--- src/rtl/lpd_pkg.sv ---
`default_nettype none

package lpd_pkg;

    // Field widths
    localparam int COORD_W = 20;              // point and origin coordinates, signed mm
    localparam int SKIP_W  = 10;              // skip_count register
    localparam int GAP_W   = 20;              // min_gap, max_gap, far_limit
    localparam int DIFF_W  = COORD_W + 1;     // coordinate difference
    localparam int DSQ_W   = 2 * DIFF_W;      // squared distance, sum of three squares
    localparam int SQ_W    = 2 * GAP_W;       // squared limit

    // Stream and register port widths
    localparam int S_TDATA_W = 64;
    localparam int S_TUSER_W = 2;
    localparam int M_TDATA_W = 8;
    localparam int APB_AW    = 5;
    localparam int APB_DW    = 32;
    localparam int REG_IDX_W = 3;

    localparam int MAX_BEAMS_DEF = 2048;

    // Reset values
    localparam logic [SKIP_W-1:0]  SKIP_COUNT_RST = SKIP_W'(3);
    localparam logic [GAP_W-1:0]   MIN_GAP_RST    = '0;
    localparam logic [GAP_W-1:0]   MAX_GAP_RST    = '1;
    localparam logic [GAP_W-1:0]   FAR_LIMIT_RST  = '1;
    localparam logic [SQ_W-1:0]    MIN_SQ_RST     = SQ_W'(MIN_GAP_RST) * SQ_W'(MIN_GAP_RST);
    localparam logic [SQ_W-1:0]    MAX_SQ_RST     = SQ_W'(MAX_GAP_RST) * SQ_W'(MAX_GAP_RST);
    localparam logic [SQ_W-1:0]    FAR_SQ_RST     = SQ_W'(FAR_LIMIT_RST) * SQ_W'(FAR_LIMIT_RST);

    // Register map, word index (byte address = 4 * index)
    typedef enum logic [REG_IDX_W-1:0] {
        REG_SKIP_COUNT = 3'd0,
        REG_MIN_GAP    = 3'd1,
        REG_MAX_GAP    = 3'd2,
        REG_FAR_LIMIT  = 3'd3,
        REG_ORIGIN_X   = 3'd4,
        REG_ORIGIN_Y   = 3'd5,
        REG_ORIGIN_Z   = 3'd6
    } reg_idx_t;

    typedef struct packed {
        logic signed [COORD_W-1:0] x;
        logic signed [COORD_W-1:0] y;
        logic signed [COORD_W-1:0] z;
    } point_t;

endpackage

`default_nettype wire

--- src/rtl/lpd_dist_sq.sv ---
`default_nettype none

// Exact squared Euclidean distance between two points.
module lpd_dist_sq (
    input  wire lpd_pkg::point_t          pt_a,
    input  wire lpd_pkg::point_t          pt_b,
    output logic [lpd_pkg::DSQ_W-1:0]     dsq
);

    logic signed [lpd_pkg::DIFF_W-1:0] dx;
    logic signed [lpd_pkg::DIFF_W-1:0] dy;
    logic signed [lpd_pkg::DIFF_W-1:0] dz;
    logic signed [lpd_pkg::DSQ_W-1:0]  sx;
    logic signed [lpd_pkg::DSQ_W-1:0]  sy;
    logic signed [lpd_pkg::DSQ_W-1:0]  sz;

    always_comb begin
        dx = lpd_pkg::DIFF_W'(pt_a.x) - lpd_pkg::DIFF_W'(pt_b.x);
        dy = lpd_pkg::DIFF_W'(pt_a.y) - lpd_pkg::DIFF_W'(pt_b.y);
        dz = lpd_pkg::DIFF_W'(pt_a.z) - lpd_pkg::DIFF_W'(pt_b.z);
        sx = lpd_pkg::DSQ_W'(dx) * lpd_pkg::DSQ_W'(dx);
        sy = lpd_pkg::DSQ_W'(dy) * lpd_pkg::DSQ_W'(dy);
        sz = lpd_pkg::DSQ_W'(dz) * lpd_pkg::DSQ_W'(dz);
        // each square is below 2^40, so the sum fits without overflow
        dsq = $unsigned(sx) + $unsigned(sy) + $unsigned(sz);
    end

endmodule

`default_nettype wire

--- config.mk ---
export PLATFORM = sky130hd
export DESIGN_NAME = lpd_dist_sq
export DESIGN_NICKNAME = d
export VERILOG_FILES = /design/src/rtl/lpd_pkg.sv /design/src/rtl/lpd_dist_sq.sv
export SDC_FILE = /design/constraint.sdc
export NUM_CORES = 2
export LEC_CHECK = 0
export BUFFER_PORTS_ARGS = -buffer_cell sky130_fd_sc_hd__buf_2
export CAP_MARGIN = 20
export CORE_MARGIN = 4
export CORE_UTILIZATION = 30
export DETAILED_ROUTE_END_ITERATION = 10
export GPL_TIMING_DRIVEN = 0
export PLACE_DENSITY_LB_ADDON = 0.3
export SYNTH_ARGS = -nofsm -noshare
export SYNTH_HDL_FRONTEND = slang
export SYNTH_SLANG_ARGS = --single-unit
--- constraint.sdc ---
create_clock -name vclk -period 23.8
set_clock_uncertainty 0.05 [all_clocks]
set_input_delay 2.38 -clock vclk [all_inputs]
set_output_delay 2.38 -clock vclk [all_outputs]
set_load 0.01 [all_outputs]
==> results.sh <==
export IMPL_ant_nets=0
export IMPL_crit_path_max_incr_delay_ns=0.87
export IMPL_fin_crit_ns=16.99
export IMPL_core_area_sq_mm=0.1521
export IMPL_drt_iter0_drc=1562
export IMPL_critPathCaptureType="primary output"
export IMPL_seq_cells=0
export IMPL_antenna_found_initial=1
export IMPL_setup_tns_ns=0
export IMPL_wl_mm=142.9
export IMPL_rsz0062_at_grt="no"
export IMPL_fin_cells=7026
export IMPL_nets=6862
export IMPL_drive_above_1_share_pct=5.506
export IMPL_slew_limit_headroom_pct=17.06
export IMPL_avgRoutedWirePerCell_microns=20.34
export IMPL_synth_area_sq_mm=0.04590
export IMPL_vias=31045
export IMPL_cap_violations=0
export IMPL_grt_usage_pct=18.53
export IMPL_finalHoldViolCount=0
export IMPL_drc=0
export IMPL_port_buffers=162
export IMPL_tightest_slew_ns=1.235
export IMPL_cp_start_kind="primary input"
export IMPL_dp_cells=7022
export IMPL_ys_seq_area_share_pct=0
export IMPL_gp_congestion=0.9289
export IMPL_nClkBuffers=0
export IMPL_cp_slowest_cell="xor2_1"
export IMPL_post_cts_repair_setup_buffers=0
export IMPL_maxSlewViolCount=0
export IMPL_grt_pass1_wl_mm=222.3
export IMPL_fin_util_pct=32.54
export IMPL_via_per_inst=4.419
export IMPL_post_cts_resized=0
export IMPL_synth_area_leaders="fa_1 (61%), inv_1 (13%), ha_1 (9.3%)"
export IMPL_synth_top_cell_area_share_pct=61.19
export IMPL_dp_hpwl_mm=132.4
export IMPL_synthToLayoutAreaGrowth_pct=7.818
export IMPL_initial_core_util_pct=30.18
export IMPL_syn_area_per_cell_sq_um=9.535
export IMPL_die_area_sq_mm=0.1593
export IMPL_finalSetupViolations=0
export IMPL_crit_fanout=10
export IMPL_fin_crit_sh_pct=71.39
export IMPL_ys_warn_count=0
export IMPL_io_pins=162
export IMPL_register_area_sq_um=0
export IMPL_status="finished, final reports clean"
export IMPL_critical_path_class="primary input to primary output"
export IMPL_syn_nets=6679
export IMPL_grt_max_degree=17
export IMPL_first_global_vias=34964
export IMPL_crit_arrival_ns=14.56
export IMPL_die_y_microns=399.2
export IMPL_yosysTopAreaCell="fa_1"
export IMPL_grt_overflow=0
export IMPL_hp_class="primary input to primary output"
export IMPL_ctsHoldBuffers=0
export IMPL_num_rows=143
export IMPL_cp_required_ns=21.37
export IMPL_synth_cell_types=85
export IMPL_max_freq_ghz=0.05885
export IMPL_die_w_microns=399.2
export IMPL_netlist_instances=4814
export IMPL_setup_slack_ns=6.808
export IMPL_dr_pass1_iters=6
export IMPL_dp_slack_ns=6.600
export IMPL_path_common_cell="fa_1"
[cell families after synthesis]
logic type / count (synthesis) / share of synthesized area [%]
buffers and inverters: 1709 / 14.17
xor gates and xnor gates: 135 / 2.723
muxes: 3 / 0.06542
and+or+nand+nor: 966 / 8.431
adders and majority gates: 1745 / 70.51
AOI/OAI and AO/OA: 256 / 4.094
[critical path: cells and delay by family]
| family | cells | cell delay, ns |
|---|---|---|
| and+or+nand+nor | 4 | 0.64 |
| adders and majority gates | 13 | 5.90 |
| buffers and inverters | 12 | 1.47 |
| xor gates and xnor gates | 1 | 0.87 |
| AOI/OAI and AO/OA | 12 | 3.27 |
[per-layer routing]
metal	wire length, microns	vias up	part of all wire, %	GRT usage, %
li1	-	13932	-	-
met1	65660	16197	46	26.76
met2	66790	762	47	30.55
met3	6203	154	4.3	1.408
met4	4289	0	3.0	4.041
met5	0	-	0	0
[final cells by class]
cell class,count,area [sq um]
fillers,16060,102600
multi-input cells,3105,39440
inverters,1595,5989
well taps,2030,2540
repair buffers,181,1001
plain buffers,114,515.5
diodes,1,2.502
[cell usage after synthesis (all sizes together), types with 11 or more instances]
library cell	number
nand2	419
nor3	19
fa	1403
nor2b	11
xnor2	88
buf	40
inv	1585
nor2	449
a21oi	67
xor2	47
a21o	36
clkbuf	74
o21ai	47
ha	342
nand2b	17
and2	18
o21a	18
[worst paths after layout]
check | startpoint | end | slack (ns) | cells after the start
min | pt_b[40] | dsq[0] | 6.02 | 6
max | pt_a[40] | dsq[34] | 6.81 | 42
[per-stage QoR]
step	hold WS (ns)	cell area, sq um
final	6.017	49490
after global placement	6.053	49250
after detailed placement	6.033	49440
after CTS	6.033	49440
after global routing	6.072	49490
after floorplan	5.336	45900
[layout by cell type, fill, tap and decap left out, types with 19 or more instances in the layout]
cell / n
nor2_1: 443
xnor2_1: 79
a21o_1: 35
ha_1: 342
xor2_1: 44
clkbuf_1: 74
nand2_1: 417
nor3_1: 19
a21oi_1: 65
inv_1: 1572
buf_2: 188
fa_1: 1403
o21ai_0: 42
